==> src/rtl/core/sfdn_pkg.sv <==
// Shared constants for the SBUS frame decoder and stick normalizer.
package sfdn_pkg;

  localparam int OUT_FRAC_BITS = 14;

  localparam int CH_W       = 11;
  localparam int BYTE_W     = 8;
  localparam int POS_W      = 5;
  localparam int USED_CH    = 5;
  localparam int USED_BITS  = USED_CH * CH_W;
  localparam int PAYBITS_W  = $clog2(USED_BITS + 1);

  localparam logic [BYTE_W-1:0] HEADER_BYTE  = 8'h0F;
  localparam logic [POS_W-1:0]  PAYLOAD_LAST = 5'd22;
  localparam logic [POS_W-1:0]  LAST_POS     = 5'd24;

  localparam logic [CH_W-1:0] CENTER_RST = 11'd992;
  localparam logic [CH_W-1:0] TMIN_RST   = 11'd172;
  localparam logic [CH_W-1:0] SMAX_RST   = 11'd1811;

  localparam int CFG_AW = 4;
  localparam int CFG_DW = 32;
  localparam logic [1:0] REG_CENTER = 2'd0;
  localparam logic [1:0] REG_TMIN   = 2'd1;
  localparam logic [1:0] REG_SMAX   = 2'd2;

  localparam int OUT_DW = 80;

endpackage

==> src/rtl/core/sbus_frame_decoder_normalizer_top.sv <==
// SBUS frame decoder top level: bit-serial channel unpack and serial normalizing divider.
// Takes one received byte per item and counts bytes into 25-byte frames with no
// resynchronization; byte 0 must be 0x0F for the frame to count. A header or trailer
// byte is taken directly; a payload byte's bits walk one per cycle, those of the
// used channels into the channel shift register. On the 25th byte one result item
// is given: for a good frame roll, pitch, yaw, throttle and mode are worked out one
// after another by a single restoring divider that makes one quotient bit per cycle;
// a value on its zero point or at or beyond full scale skips the divide. A bad frame
// gives a zero result with frame_ok low. The result waits in an output register
// while the next frame's bytes are taken; only the closing byte of the following
// frame stalls until it is gone. Calibration registers are written over the APB port.
module sbus_frame_decoder_normalizer_top #(
  parameter int OUT_FRAC_BITS = sfdn_pkg::OUT_FRAC_BITS
) (
  input  logic                        clk,
  input  logic                        rst_n,
  input  logic                        in_tvalid,
  output logic                        in_tready,
  input  logic [7:0]                  in_tdata,    // [7:0] rx_byte
  output logic                        out_tvalid,
  input  logic                        out_tready,
  // [15:0] roll_norm, [31:16] pitch_norm, [47:32] yaw_norm,
  // [62:48] throttle_norm, [77:63] mode_norm, [79:78] zero
  output logic [sfdn_pkg::OUT_DW-1:0] out_tdata,
  output logic                        out_tuser,   // [0] frame_ok
  input  logic                        cfg_psel,
  input  logic                        cfg_penable,
  input  logic                        cfg_pwrite,
  input  logic [sfdn_pkg::CFG_AW-1:0] cfg_paddr,
  input  logic [sfdn_pkg::CFG_DW-1:0] cfg_pwdata,
  output logic [sfdn_pkg::CFG_DW-1:0] cfg_prdata,
  output logic                        cfg_pready
);

  localparam int CW   = sfdn_pkg::CH_W;
  localparam int QW   = OUT_FRAC_BITS + 1;
  localparam int RW   = OUT_FRAC_BITS + 2;
  localparam int CNTW = $clog2(QW + 1);
  localparam int UB   = sfdn_pkg::USED_BITS;
  localparam int PBW  = sfdn_pkg::PAYBITS_W;

  localparam logic [2:0] ST_IDLE  = 3'd0;
  localparam logic [2:0] ST_SHIFT = 3'd1;
  localparam logic [2:0] ST_LOAD  = 3'd2;
  localparam logic [2:0] ST_RUN   = 3'd3;
  localparam logic [2:0] ST_FIN   = 3'd4;

  localparam logic [2:0] SLOT_ROLL  = 3'd0;
  localparam logic [2:0] SLOT_PITCH = 3'd1;
  localparam logic [2:0] SLOT_YAW   = 3'd2;
  localparam logic [2:0] SLOT_THR   = 3'd3;
  localparam logic [2:0] SLOT_MODE  = 3'd4;

  logic [2:0]               st_r, st_nxt;
  logic [sfdn_pkg::POS_W-1:0] pos_r, pos_nxt;
  logic                     hdr_r, hdr_nxt;
  logic [PBW-1:0]           paybits_r, paybits_nxt;
  logic [2:0]               bitcnt_r, bitcnt_nxt;
  logic [7:0]               byte_r, byte_nxt;
  logic [UB-1:0]            ch_r, ch_nxt;
  logic [2:0]               slot_r, slot_nxt;
  logic [CNTW-1:0]          cnt_r, cnt_nxt;
  logic [CW-1:0]            rem_r, rem_nxt;
  logic [CW-1:0]            ad_r, ad_nxt;
  logic                     neg_r, neg_nxt;
  logic [QW-1:0]            q_r, q_nxt;
  logic [15:0]              roll_r, roll_nxt, pitch_r, pitch_nxt, yaw_r, yaw_nxt;
  logic [14:0]              thr_r, thr_nxt, mode_r, mode_nxt;
  logic                     ok_r, ok_nxt;
  logic                     ovld_r, ovld_nxt;
  logic [CW-1:0]            center_r, tmin_r, smax_r;

  logic                     in_acc, cfg_wr;
  logic [CW-1:0]            sel_v, sel_z;
  logic [CW:0]              num, den;
  logic [CW-1:0]            an, ad;
  logic [CW:0]              two_rem;
  logic                     ge;
  logic [QW:0]              mag_w;
  logic signed [RW-1:0]     magx, res;
  logic signed [31:0]       res32;

  assign in_tready  = (st_r == ST_IDLE) && !(ovld_r && pos_r == sfdn_pkg::LAST_POS);
  assign in_acc     = in_tvalid && in_tready;
  assign out_tvalid = ovld_r;
  assign out_tuser  = ok_r;
  assign out_tdata  = {2'b00, mode_r, thr_r, yaw_r, pitch_r, roll_r};
  assign cfg_pready = 1'b1;
  assign cfg_wr     = cfg_psel && cfg_penable && cfg_pwrite && cfg_pready;

  always_comb begin
    case (cfg_paddr[3:2])
      sfdn_pkg::REG_CENTER: cfg_prdata = 32'(center_r);
      sfdn_pkg::REG_TMIN:   cfg_prdata = 32'(tmin_r);
      sfdn_pkg::REG_SMAX:   cfg_prdata = 32'(smax_r);
      default:              cfg_prdata = '0;
    endcase
  end

  // operand select for the current output slot
  always_comb begin
    sel_z = center_r;
    case (slot_r)
      SLOT_ROLL:  sel_v = ch_r[0*CW +: CW];
      SLOT_PITCH: sel_v = ch_r[1*CW +: CW];
      SLOT_YAW:   sel_v = ch_r[3*CW +: CW];
      SLOT_THR: begin
        sel_v = ch_r[2*CW +: CW];
        sel_z = tmin_r;
      end
      SLOT_MODE:  sel_v = ch_r[4*CW +: CW];
      default:    sel_v = '0;
    endcase
  end

  assign num = {1'b0, sel_v} - {1'b0, sel_z};
  assign den = {1'b0, smax_r} - {1'b0, sel_z};
  assign an  = num[CW] ? CW'(-num) : num[CW-1:0];
  assign ad  = den[CW] ? CW'(-den) : den[CW-1:0];

  assign two_rem = {rem_r, 1'b0};
  assign ge      = two_rem >= {1'b0, ad_r};

  // round half away from zero on the magnitude: quotient carries one extra fraction bit
  assign mag_w = (QW+1)'(q_r) + (QW+1)'(1);
  assign magx  = {1'b0, mag_w[QW:1]};

  always_comb begin
    res = neg_r ? -magx : magx;
    if (neg_r && (slot_r == SLOT_THR || slot_r == SLOT_MODE)) begin
      res = '0;
    end
  end

  assign res32 = 32'(res);

  always_comb begin
    st_nxt      = st_r;
    pos_nxt     = pos_r;
    hdr_nxt     = hdr_r;
    paybits_nxt = paybits_r;
    bitcnt_nxt  = bitcnt_r;
    byte_nxt    = byte_r;
    ch_nxt      = ch_r;
    slot_nxt    = slot_r;
    cnt_nxt     = cnt_r;
    rem_nxt     = rem_r;
    ad_nxt      = ad_r;
    neg_nxt     = neg_r;
    q_nxt       = q_r;
    roll_nxt    = roll_r;
    pitch_nxt   = pitch_r;
    yaw_nxt     = yaw_r;
    thr_nxt     = thr_r;
    mode_nxt    = mode_r;
    ok_nxt      = ok_r;
    ovld_nxt    = ovld_r;

    if (ovld_r && out_tready) begin
      ovld_nxt = 1'b0;
    end

    case (st_r)
      ST_IDLE: begin
        if (in_acc) begin
          pos_nxt = pos_r + 1'b1;
          if (pos_r == '0) begin
            hdr_nxt     = (in_tdata == sfdn_pkg::HEADER_BYTE);
            paybits_nxt = '0;
          end else if (pos_r <= sfdn_pkg::PAYLOAD_LAST) begin
            byte_nxt   = in_tdata;
            bitcnt_nxt = '0;
            st_nxt     = ST_SHIFT;
          end else if (pos_r == sfdn_pkg::LAST_POS) begin
            pos_nxt = '0;
            if (hdr_r) begin
              slot_nxt = SLOT_ROLL;
              st_nxt   = ST_LOAD;
            end else begin
              roll_nxt  = '0;
              pitch_nxt = '0;
              yaw_nxt   = '0;
              thr_nxt   = '0;
              mode_nxt  = '0;
              ok_nxt    = 1'b0;
              ovld_nxt  = 1'b1;
            end
          end
        end
      end
      ST_SHIFT: begin
        if (hdr_r && paybits_r < PBW'(UB)) begin
          ch_nxt      = {byte_r[0], ch_r[UB-1:1]};
          paybits_nxt = paybits_r + 1'b1;
        end
        byte_nxt   = {1'b0, byte_r[7:1]};
        bitcnt_nxt = bitcnt_r + 1'b1;
        if (bitcnt_r == 3'd7) begin
          st_nxt = ST_IDLE;
        end
      end
      ST_LOAD: begin
        neg_nxt = num[CW] ^ den[CW];
        ad_nxt  = ad;
        rem_nxt = an;
        cnt_nxt = CNTW'(QW);
        q_nxt   = '0;
        if (an == '0) begin
          st_nxt = ST_FIN;
        end else if (an >= ad) begin
          // at or beyond full scale, also covers a zero span
          q_nxt  = '1;
          st_nxt = ST_FIN;
        end else begin
          st_nxt = ST_RUN;
        end
      end
      ST_RUN: begin
        rem_nxt = ge ? CW'(two_rem - {1'b0, ad_r}) : two_rem[CW-1:0];
        q_nxt   = {q_r[QW-2:0], ge};
        cnt_nxt = cnt_r - 1'b1;
        if (cnt_r == CNTW'(1)) begin
          st_nxt = ST_FIN;
        end
      end
      ST_FIN: begin
        case (slot_r)
          SLOT_ROLL:  roll_nxt  = res32[15:0];
          SLOT_PITCH: pitch_nxt = res32[15:0];
          SLOT_YAW:   yaw_nxt   = res32[15:0];
          SLOT_THR:   thr_nxt   = res32[14:0];
          default:    mode_nxt  = res32[14:0];
        endcase
        if (slot_r == SLOT_MODE) begin
          ok_nxt   = 1'b1;
          ovld_nxt = 1'b1;
          st_nxt   = ST_IDLE;
        end else begin
          slot_nxt = slot_r + 1'b1;
          st_nxt   = ST_LOAD;
        end
      end
      default: begin
        st_nxt = ST_IDLE;
      end
    endcase
  end

  always_ff @(posedge clk) begin
    if (!rst_n) begin
      st_r      <= ST_IDLE;
      pos_r     <= '0;
      hdr_r     <= 1'b0;
      paybits_r <= '0;
      bitcnt_r  <= '0;
      slot_r    <= SLOT_ROLL;
      cnt_r     <= '0;
      ovld_r    <= 1'b0;
      ok_r      <= 1'b0;
      center_r  <= sfdn_pkg::CENTER_RST;
      tmin_r    <= sfdn_pkg::TMIN_RST;
      smax_r    <= sfdn_pkg::SMAX_RST;
    end else begin
      st_r      <= st_nxt;
      pos_r     <= pos_nxt;
      hdr_r     <= hdr_nxt;
      paybits_r <= paybits_nxt;
      bitcnt_r  <= bitcnt_nxt;
      slot_r    <= slot_nxt;
      cnt_r     <= cnt_nxt;
      ovld_r    <= ovld_nxt;
      ok_r      <= ok_nxt;
      if (cfg_wr) begin
        case (cfg_paddr[3:2])
          sfdn_pkg::REG_CENTER: center_r <= cfg_pwdata[CW-1:0];
          sfdn_pkg::REG_TMIN:   tmin_r   <= cfg_pwdata[CW-1:0];
          sfdn_pkg::REG_SMAX:   smax_r   <= cfg_pwdata[CW-1:0];
          default: ;
        endcase
      end
    end
  end

  always_ff @(posedge clk) begin
    byte_r  <= byte_nxt;
    ch_r    <= ch_nxt;
    rem_r   <= rem_nxt;
    ad_r    <= ad_nxt;
    neg_r   <= neg_nxt;
    q_r     <= q_nxt;
    roll_r  <= roll_nxt;
    pitch_r <= pitch_nxt;
    yaw_r   <= yaw_nxt;
    thr_r   <= thr_nxt;
    mode_r  <= mode_nxt;
  end

  a_no_result_during_div: assert property (@(posedge clk) disable iff (!rst_n)
    (st_r == ST_LOAD || st_r == ST_RUN || st_r == ST_FIN) |-> !ovld_r)
    else $error("result pending while divider overwrites it");

  a_rem_below_divisor: assert property (@(posedge clk) disable iff (!rst_n)
    (st_r == ST_RUN) |-> (rem_r < ad_r))
    else $error("divider remainder not below divisor");

  a_bad_frame_zero: assert property (@(posedge clk) disable iff (!rst_n)
    (ovld_r && !ok_r) |-> (out_tdata == '0))
    else $error("bad frame result carries nonzero data");

  a_result_at_frame_end: assert property (@(posedge clk) disable iff (!rst_n)
    $rose(ovld_r) |-> (pos_r == '0))
    else $error("result raised away from frame boundary");

endmodule
==> config.mk <==
export PLATFORM = sky130hd
export DESIGN_NAME = sbus_frame_decoder_normalizer_top
export DESIGN_NICKNAME = d
export VERILOG_FILES = /design/src/rtl/core/sfdn_pkg.sv /design/src/rtl/core/sbus_frame_decoder_normalizer_top.sv
export SDC_FILE = /design/constraint.sdc
export NUM_CORES = 1
export LEC_CHECK = 0
export BUFFER_PORTS_ARGS = -buffer_cell sky130_fd_sc_hd__buf_2
export CAP_MARGIN = 15
export CORE_ASPECT_RATIO = 0.6
export CORE_MARGIN = 4
export CORE_UTILIZATION = 53
export DETAILED_ROUTE_END_ITERATION = 10
export GPL_TIMING_DRIVEN = 0
export PLACE_DENSITY = 0.86
export REMOVE_ABC_BUFFERS = 1
export SLEW_MARGIN = 15
export SYNTH_ARGS = -nofsm -noshare
export SYNTH_HDL_FRONTEND = slang
export SYNTH_SLANG_ARGS = --single-unit
==> constraint.sdc <==
create_clock -name clk -period 5.25 [get_ports clk]
set_clock_uncertainty 0.1 [all_clocks]
set_input_delay 1.05 -clock clk [delete_from_list [all_inputs] [get_ports clk]]
set_output_delay 1.05 -clock clk [all_outputs]
set_load 0.01 [all_outputs]
Word level (Yosys, flattened, before mapping) --
Index checks and enable logic that the tools add are counted.
Storage, ports and cells: register bits 239, input port bits 51, output and inout port bits 116, word-level logic and storage cells 190
Operators by class: add/sub/neg operators 12, magnitude comparators 4, equality and inequality tests 34, muxes and demuxes 81, bitwise gates (word level) 1, reduce and logical (&&, ||, !) cells 35
Operator list (count):
- 2-to-1 mux 16 bit | 10
- 2-to-1 mux 15 bit | 9
- case mux 16 bit (2 select lines) | 3
- case mux 15 bit (2 select lines) | 3
- case mux 11 bit (5 select lines) | 1
- 2-to-1 mux 3 bit | 18
- AND reduction 7 bit | 7
- 2-to-1 mux 11 bit | 4
- case mux 11 bit (3 select lines) | 1
- 2-to-1 mux 8 bit | 3
- != test 2 bit, second input constant | 12
- subtractor 11 x 11 -> 12 bit | 2
- negation 11 bit | 2
- case mux 11 bit (2 select lines) | 1
- 2-to-1 mux 6 bit | 3
- adder 15 x 1 -> 16 bit, second input constant | 1
- negation 15 -> 16 bit | 1
- case mux 8 bit (2 select lines) | 1
- 2-to-1 mux 5 bit | 3
- case mux 3 bit (5 select lines) | 1
- 2-to-1 mux 1 bit | 13
- == test 3 x 2 -> 1 bit, second input constant | 4
- greater-or-equal comparator 12 x 11 -> 1 bit | 1
- != test 2 x 1 -> 1 bit, second input constant | 6
- 36 further kinds | 57

Logic depth before layout (Yosys ltp) --
Gate-level depths: netlist of the first run.
depth after elaboration 9, depth in mapped cells 25, mapped depth without buffers 22

Worst setup path after synthesis of the first run --
No wires, ideal clock.
path type reg2reg, start point register slot_r[1], end point register q_r[0] (data pin), setup time 0.271 ns, data arrival time 5.007 ns, required time 4.879 ns, slack -0.128 ns, stages on the path, launching flop included 22, buffers on the path 2, clock period less this slack 5.378 ns, path through dfxtp_1 ha_1 ha_1 buf_1 mux2_2 ha_1 fa_1 nand2b_1 a211oi_1 o21ai_0 a21oi_2 nand3_1 o31ai_1 xnor2_1 ha_1 or3_1 a221oi_1 o21ai_0 and3_1 o31a_4 buf_6 o21bai_1
Between the ends: longest elaborated chain between the ends 9, elaborated cells between the ends (all ways) 18, those cells by class 4 x add/sub; 1 x order compare; 4 x eq/ne; 7 x mux; 2 x reduce/logical
RTL lines:
- from (decl) | RTL line sbus_frame_decoder_normalizer_top.sv:61 | logic [2:0] slot_r, slot_nxt;
- from (signal assigned) | RTL line sbus_frame_decoder_normalizer_top.sv:269 | slot_r <= slot_nxt;
- == test 3 bit (tied with other cells) | RTL line sbus_frame_decoder_normalizer_top.sv:103 | case (slot_r)
- case mux 11 bit (5 select lines) or 2-to-1 mux 11 bit (tied branches) | RTL line sbus_frame_decoder_normalizer_top.sv:103
- subtractor 11 x 11 -> 12 bit (on tied branches) | RTL line sbus_frame_decoder_normalizer_top.sv:116, sbus_frame_decoder_normalizer_top.sv:117
- negation 11 bit (on tied branches) | RTL line sbus_frame_decoder_normalizer_top.sv:118, sbus_frame_decoder_normalizer_top.sv:119
- 2-to-1 mux 11 bit (on tied branches) | RTL line sbus_frame_decoder_normalizer_top.sv:118, sbus_frame_decoder_normalizer_top.sv:119
- greater-or-equal comparator 11 bit | RTL line sbus_frame_decoder_normalizer_top.sv:210 | end else if (an >= ad) begin
- 2-to-1 mux 15 bit | RTL line sbus_frame_decoder_normalizer_top.sv:210
- 2-to-1 mux 15 bit * | RTL line sbus_frame_decoder_normalizer_top.sv:208 | if (an == '0) begin
- case mux 15 bit (2 select lines) * | RTL line sbus_frame_decoder_normalizer_top.sv:163 | case (st_r)
- via q_nxt[0] | RTL line sbus_frame_decoder_normalizer_top.sv:66 | logic [QW-1:0] q_r, q_nxt;
- to (signal assigned) | RTL line sbus_frame_decoder_normalizer_top.sv:290 | q_r <= q_nxt;
- to (decl) | RTL line sbus_frame_decoder_normalizer_top.sv:66
The timed path passes the listed nets; every way through them passes the cells marked *. A chain may end at the register's enable or synchronous reset.

Worst setup path in the final report of the first run --
start point register slot_r[1], end point register q_r[9] (data pin)
Same word-level chain as after synthesis.

==> reports/results.txt, run 1 <==
The first global-routing pass estimated 47.13 mm of wire. The buffer depth of the longest clock path is 3. The yosys synthesis warning count is 0. Most used flip-flop cell after synthesis: edfxtp_1.

The cell at the root of the clock tree was clkbuf_16. Input and output buffers added on the ports amount to 119. The cell count after placement is 1565. The final weighted congestion in routability-driven placement was 0.8866. In this run the worst hold path is classified as reg -> reg. The count of antenna-violating nets left after detailed routing is 0. The period utilization works out to 1.008. Dividing the detail-routed via count by the number of cells gives 5.978. Cell area power density: 272.7 nW/um^2. The critical path goes through buf_4 -> ha_4 -> or2_4 -> a211oi_4 -> buf_6 -> a31oi_2 -> ha_1 -> nor2b_1 -> a221oi_2 -> o311ai_2 -> a21oi_4 -> nand3_2 -> o31ai_4 -> xnor2_2 -> ha_2 -> or3_4 -> a221oi_2 -> o21ai_2 -> and3_4 -> o31a_2 -> a21o_1. The overall global routing resource usage came out at 0.2240.

Final standard cell count with taps included and fillers excluded: 1661. Mean cell area of the mapped netlist: 10.69 um^2. The sequential cell area in the final layout was 6588 um^2; the share of post-route cells with drive strength above 1 was 0.2459.

The initial antenna violation count was 0. The run gives 15 as the final count of negative-setup-slack endpoints. The final routed DRC violation total was 0; the total of fill cells in the finished design was 1605. The detail-routed net length per standard cell came out at 19.77 um. In this design, the largest share of critical-path delay is due to compound AO/OA/AOI/OAI gates. The core region is 23130 um^2. The tool flagged a number of max-cap violations equal to 0. Before antenna repair, the detailed router went through 6 iterations.

For the remaining max-slew budget at the tightest pin, the log shows 0.2184. On the critical path, the stage with the largest delay is an instance of ha_1. For the final routed database, the setup TNS stands at -438.3 ps.

The run gives 167 as the boundary pin count. Row generation in the floorplan step produced 43 rows. For this design, the sink count on the clock tree is 239. The final-stage net count was 1446. Wires add up to 32.84 mm. In this design, the critical path's most frequently occurring cell is a221oi_2. Summing all multi-input logic gate instances after layout gives 6168 um^2.

STA puts the critical path data required time at 5430 ps. The worst path needs 5294 ps of the cycle, external delays included. The floorplan step defined a die boundary enclosing 26170 um^2. The run gives 8916 as the number of global-route vias before repair. The register area share after synthesis is 0.5265, and the number of distinct library cell variants in the gate-level netlist after synthesis is 74. The worst setup path is captured at a flip-flop. The critical path is of the reg -> reg type. Counting flops and latches in the post-synthesis netlist gives 239. The startpoint identified for the worst register-to-register timing path is slot_r[1]$_SDFFE_PN0P_. The buffer and inverter count on the worst path was 2.

The HPWL after detailed placement is 20.32 mm. The floorplan step set the die width to 206.2 um. The share of the synthesized area in the top cell type is 0.4303. The final core utilization was 0.6558; the worst-skew pair later-pin latency was 520 ps. For this design, the CTS-stage hold fixing added 0 buffers. The vias after detailed routing was 9930; the violation count after the first detailed-route iteration was 1290. For this run, the slowest stage of the critical path takes 440 ps.

Clock tree synthesis inserted a total of 22 buffers. The tools report the nature of the critical path startpoint as a flip-flop. The final-report max-slew violation count came out at 0. The worst-case IR drop observed on VDD is 229.5 uV.

The number of failing hold endpoints at the final stage is 0. Entering global routing, the biggest net connects 48 pins. Initial core utilization: 0.5399.

The number of enable-type register cells in the synthesized netlist is 179. Static timing analysis puts the maximum clock frequency at 188.9 MHz. Sorting the synthesized cells by area gives the leading types as edfxtp_1 (43%), dfxtp_1 (9.6%), ha_1 (6.2%). For the pin with the worst max-slew slack, the measured transition is 1170 ps. The H-tree depth reported by CTS was 1; the top fanout value on the critical path was 7.

The area growth from synthesis to layout is 21.46%. TritonCTS built the clock tree. The fraction of registers with async set or reset after synthesis was 0; the post-route worst setup slack was -44.13 ps. The run gives 0 as the number of diodes. The design draws 4.137 mW. The critical path starts at slot_r[1]$_SDFFE_PN0P_. The critical path arrival was 5470 ps. The run finished, with violations left. After global routing the overflow that remains totals 0. The largest area contributor in the synthesized netlist is edfxtp_1. Die span in y: 126.9 um. The checks that failed: negative setup slack. Synthesis produced 1168 cells. Summing every instance area after synthesis gives 12490 um^2. The startpoint identified for the worst hold timing path is byte_r[0]$_DFFE_PP_. Clock-pin slew was measured on the worst setup and hold paths at 70 ps. The run gives 6.165 nW as the leakage power summed over all cells.
==> power by group <==
group	switching [mW]	internal, mW
sequential	0.0319	2.07
combinational	0.293	0.179
clock	0.701	0.859
total	1.03	3.11
==> cell usage after synthesis, drive strengths merged, types with 8 or more instances <==
library cell	count
edfxtp	179
nand2	158
nor2	85
ha	62
dfxtp	60
a21oi	50
inv	50
xnor2	49
o21ai	48
nand3	38
clkbuf	35
mux2i	34
xor2	30
buf	29
a21boi	23
a21o	23
nor2b	16
a22oi	15
nor3	15
a31oi	13
or3	13
nand4	12
and2	9
nand2b	9
a211oi	8
and3	8
o21a	8
o31ai	8
==> cell usage in the layout (no fill, tap or decap), drive strengths merged, types with 16 or more instances in the layout <==
cell / count
a21boi: 23
a21o: 23
a21oi: 50
buf: 179
clkbuf: 31
conb: 24
dfxtp: 60
edfxtp: 179
ha: 62
inv: 52
mux2i: 34
nand2: 158
nand3: 38
nor2: 85
nor2b: 16
o21ai: 48
xnor2: 49
xor2: 30
==> worst paths after layout <==
path	endpoint	slack, ps	depth (start not counted)
min	ch_r[54]$_DFFE_PP_	320	0
max reg2reg	q_r[9]$_DFFE_PP_	-40	21
max	q_r[9]$_DFFE_PP_	-40	21
min reg2reg	ch_r[54]$_DFFE_PP_	320	0
==> metal layers <==
layer	vias to the layer above	share of wire	global-route usage
met5	-	0	0
met4	0	0.024	0.04848
met3	68	0.10	0.04573
met2	576	0.46	0.3532
met1	4777	0.41	0.3234
li1	4509	-	-
==> flip-flops by register name, indices dropped and copies added (netlist names), 3 cells and up <==
signal     cells
ad_r          11
st_r           3
smax_r        11
paybits_r      6
pos_r          5
cnt_r          4
pitch_r       16
q_r           15
byte_r         8
ch_r          55
thr_r         15
mode_r        15
rem_r         11
slot_r         3
center_r      11
bitcnt_r       3
roll_r        16
yaw_r         16
tmin_r        11
==> cell type report <==
class                      instances  area share
multi-input combinational        836      0.4066
timing repair buffer             179     0.07414
clock inverter                     9    0.005856
sequential                       239      0.4342
tap                              315     0.02598
inverter                          52     0.01336
clock buffer                      31     0.03984
==> logic make-up (layout without fill, tap and decap cells) <==
| group | Yosys count | after routing | share of synthesized area |
|---|---|---|---|
| simple gates | 386 | 386 | 0.1421 |
| compound gates | 244 | 245 | 0.1351 |
| flops | 239 | 239 | 0.5265 |
| buf+inv | 116 | 271 | 0.04337 |
| xor+xnor | 79 | 79 | 0.05539 |
| fa+ha+maj | 65 | 65 | 0.06691 |
| mux | 37 | 37 | 0.02995 |
| other cells | 2 | 24 | 0.0006012 |
==> metrics by stage <==
stage / instance area, um^2 / setup slack [ps] / hold WS [ps]
final: 15170 / -44.13 / 319.8
after global routing: 15170 / -169.5 / 318.1
after CTS: 14520 / 16.77 / 316.6
after global placement: 13220 / -1426 / 304.0
after floorplan: 12230 / -220.7 / 300.3
after detailed placement: 13310 / -1556 / 308.9
==> what timing repair did <==
item / 4_1_cts / 5_1_grt
resized for setup: 65 / 82
buffers inserted: 25 / 29
pin swaps: 20 / 38
gates cloned: 0 / 1
setup endpoints to repair: 20 / 18
Note: power is estimated with default switching activity, not from simulation.
==> run 2, diff against run 1 <==
- SETUP_SLACK_MARGIN: not set -> 0.05
==> reports/results.txt, run 2 (same netlist as run 1, synthesis figures left out) <==
The minimum period implied by the final worst setup slack is 5328 ps (was 5294 ps). The uppermost metal layer occupied by signal nets was met4 (unchanged). The number of global-route vias before repair came out at 9097 (was 8916).

The half-perimeter wire length of the detailed placement result was 20.32 mm (unchanged). The post-route worst setup slack came out at -78.40 ps (was -44.13 ps). The sequential cell area in the final layout was 6588 um^2 (unchanged).

Cell area power density: 271.7 nW/um^2 (was 272.7 nW/um^2). The area growth from synthesis to layout was 22.58% (was 21.46%); the final routed DRC violation total was 0 (unchanged). The path class of the lowest-slack min-delay path is reg -> reg (unchanged).

TritonCTS built the clock tree. The run gives 22 (unchanged) as the number of buffers inserted during clock tree synthesis. The tools report the number of failing hold endpoints at the final stage as 0 (unchanged). The number of I/O port buffers is 119 (unchanged). The cell count of the worst reg-to-reg path was 21 (unchanged); the final global-route overflow total was 0 (unchanged). The multi-input combinational cell area is 6226 um^2 (was 6168 um^2). The tools report the sink of the worst hold path as ch_r[35]$_DFFE_PP_ (was ch_r[54]$_DFFE_PP_). The cell at the root of the clock tree was clkbuf_16 (unchanged). The run gives 0 (unchanged) as the number of max-cap violations.

The cell count after placement is 1565 (unchanged). The first-pass GRT wire length is 47.96 mm (was 47.13 mm), and the final core utilization is 0.6618 (was 0.6558). For the total of fill cells in the finished design, the log shows 1596 (was 1605). The clock slew at the register clock pins of the worst setup and hold paths was 70 ps (about the same); the initial core utilization was 0.5399 (unchanged).

The measured slew at the worst slew-check pin was 1148 ps (was 1170 ps). The run finished, with violations left. The worst-skew pair later-pin latency came out at 520 ps (about the same). The tools report the largest net degree at the start of global routing as 48 (unchanged). The register with the most flip-flops was ch_r (unchanged).

The final-stage net count came out at 1457 (was 1446). The run gives 0.2285 (was 0.2240) as the overall global routing resource usage. The final weighted congestion in routability-driven placement is 0.8866 (unchanged), and the largest vdd supply drop is 229.6 uV (was 229.5 uV).

The final-report max-slew violation count is 0 (unchanged). Setup repair after global routing could not meet its margin everywhere. Kind of capture point of the worst setup path: a flip-flop (unchanged). The tools report the nature of the critical path startpoint as a flip-flop (unchanged). The final sum of negative setup slack is -914.3 ps (was -438.3 ps). The worst reg-to-reg setup slack came out at -80 ps (was -40 ps). The detail-routed net length per standard cell was 20.08 um (was 19.77 um).

Data required time of the critical path: 5430 ps (about the same). The logs give 0 (unchanged) for the number of diodes and 3 (unchanged) for the buffer depth of the longest clock path. The upper clock frequency limit came out at 187.7 MHz (was 188.9 MHz).

The type of the setup path with the least slack was reg -> reg (unchanged). The tools report the remaining max-slew budget at the tightest pin as 0.2333 (was 0.2184). Flip-flop count of the largest register, all copies and words added: 55 (unchanged). The logs give 0 (unchanged) for the cts-stage hold buffer count and 1 (unchanged) for the H-tree depth reported by CTS. The total wire length is 33.57 mm (was 32.84 mm), and the final standard cell count with taps included and fillers excluded is 1672 (was 1661). Die span in y: 126.9 um (unchanged). The share of post-route cells with drive strength above 1 works out to 0.2542 (was 0.2459). Violations in the final reports: negative setup slack (unchanged). The wire length on met2 is 15.57 mm (was 15.21 mm), and the leakage power summed over all cells is 6.220 nW (was 6.165 nW). The critical path arrival was 5500 ps (was 5470 ps); the final count of negative-setup-slack endpoints was 15 (unchanged). The commonest non-fill, non-tap cell in the layout was edfxtp_1 (unchanged).

The count of antenna-violating nets left after detailed routing was 0 (unchanged); the total routed wire length on the met1 layer was 13.82 mm (was 13.54 mm). The run gives 0 (unchanged) as the initial antenna violation count. The top fanout value on the critical path came out at 7 (unchanged).

The row count is 43 (unchanged). The vias after detailed routing was 9989 (was 9930). The tools report the violation count after the first detailed-route iteration as 1239 (was 1290). The critical hold path startpoint was ch_r[36]$_DFFE_PP_ (was byte_r[0]$_DFFE_PP_).

Commonest cells after routing, fill and taps aside: edfxtp_1 (179), nand2_1 (157), buf_2 (119) (unchanged). The capturing point of the worst reg2reg path was q_r[11]$_DFFE_PP_ (was q_r[9]$_DFFE_PP_). The number of search-and-repair iterations in the first detailed-routing pass was 5 (was 6). Width of the die: 206.2 um (unchanged).

The average vias per placed instance was 5.974 (was 5.978); the sink count of the clock tree was 239 (unchanged). The run gives 26170 um^2 (unchanged) as the full die area. The met3 wire length is 3.244 mm (was 3.288 mm).

Core area: 23130 um^2 (unchanged). The boundary pin count was 167 (unchanged). The worst reg2reg path startpoint was slot_r[1]$_SDFFE_PN0P_ (unchanged).

The cell depth of the worst hold path was 0 (unchanged). The period utilization is 1.015 (was 1.008).
## run 2: cell count changes in the layout (fill, tap and decap cells not counted), moves of 2 or more
cell / previous run / this run
buf_4: 48 / 60
ha_4: 10 / 14
ha_1: 45 / 43
ha_2: 7 / 5
inv_2: 6 / 4
## run 2: cell type report
class / count / area share
flip-flops and latches: 239 / 0.4303
multi-input cells: 836 / 0.4066
repair buffers: 190 / 0.07804
clock buffers: 31 / 0.03947
well taps: 315 / 0.02574
inverters: 52 / 0.01406
clock inverters: 9 / 0.005802
## run 2: critical path: stages, from the launching register on
cell and delay (ps):
dfxtp_4 420, ha_4 180, ha_4 260, buf_4 220, buf_4 200, mux2i_4 280, ha_4 250, or3_1 330
o21ai_0 200, a21oi_2 120, xnor2_2 230, nor4_4 310, buf_4 190, a31oi_4 120, xor2_1 210, ha_2 220
or3_4 340, a221oi_2 220, o21ai_2 120, and3_4 220, o31a_2 160, a21o_1 170
## run 2: worst max path at each step
stage                     slack (ps)                    from  cells past startpoint           endpoint
final                            -80  slot_r[1]$_SDFFE_PN0P_                     21  q_r[11]$_DFFE_PP_
after global routing            -200  slot_r[1]$_SDFFE_PN0P_                     22   q_r[0]$_DFFE_PP_
after CTS                         50  slot_r[1]$_SDFFE_PN0P_                     23   q_r[0]$_DFFE_PP_
after detailed placement       -1560  slot_r[2]$_SDFFE_PN0P_                     19   q_r[0]$_DFFE_PP_
after global placement         -1430  slot_r[2]$_SDFFE_PN0P_                     20   q_r[0]$_DFFE_PP_
after floorplan                 -220  slot_r[2]$_SDFFE_PN0P_                     19   q_r[0]$_DFFE_PP_
## run 2: per-layer routing
metal,up-vias,track usage
met5,-,0
li1,4536,-
met1,4808,0.3233
met3,89,0.05033
met4,0,0.05668
met2,556,0.3617
## run 2: stage by stage
stage | total power, mW | cell area (um^2) | hold WS (ps) | worst slack [ps]
floorplan | 2.415 | 12230 | 300.3 | -220.7
global placement | 2.518 | 13220 | 304.0 | -1426
detailed placement | 2.535 | 13310 | 308.9 | -1556
CTS | 4.091 | 14640 | 316.6 | 53.37
global route | 4.297 | 15310 | 350.6 | -195.2
finish | 4.161 | 15310 | 333.4 | -78.40
## run 2: repair_timing
action,4_1_cts,5_1_grt
cloned,0,1
pin swaps,24,46
resized for setup,80,74
setup endpoints to repair,24,18
setup buffers,28,37
## run 2: report_power, final
part | switching, mW | internal [mW]
Combinational | 0.297 | 0.184
Sequential | 0.0328 | 2.07
Clock | 0.715 | 0.860
Total | 1.05 | 3.12
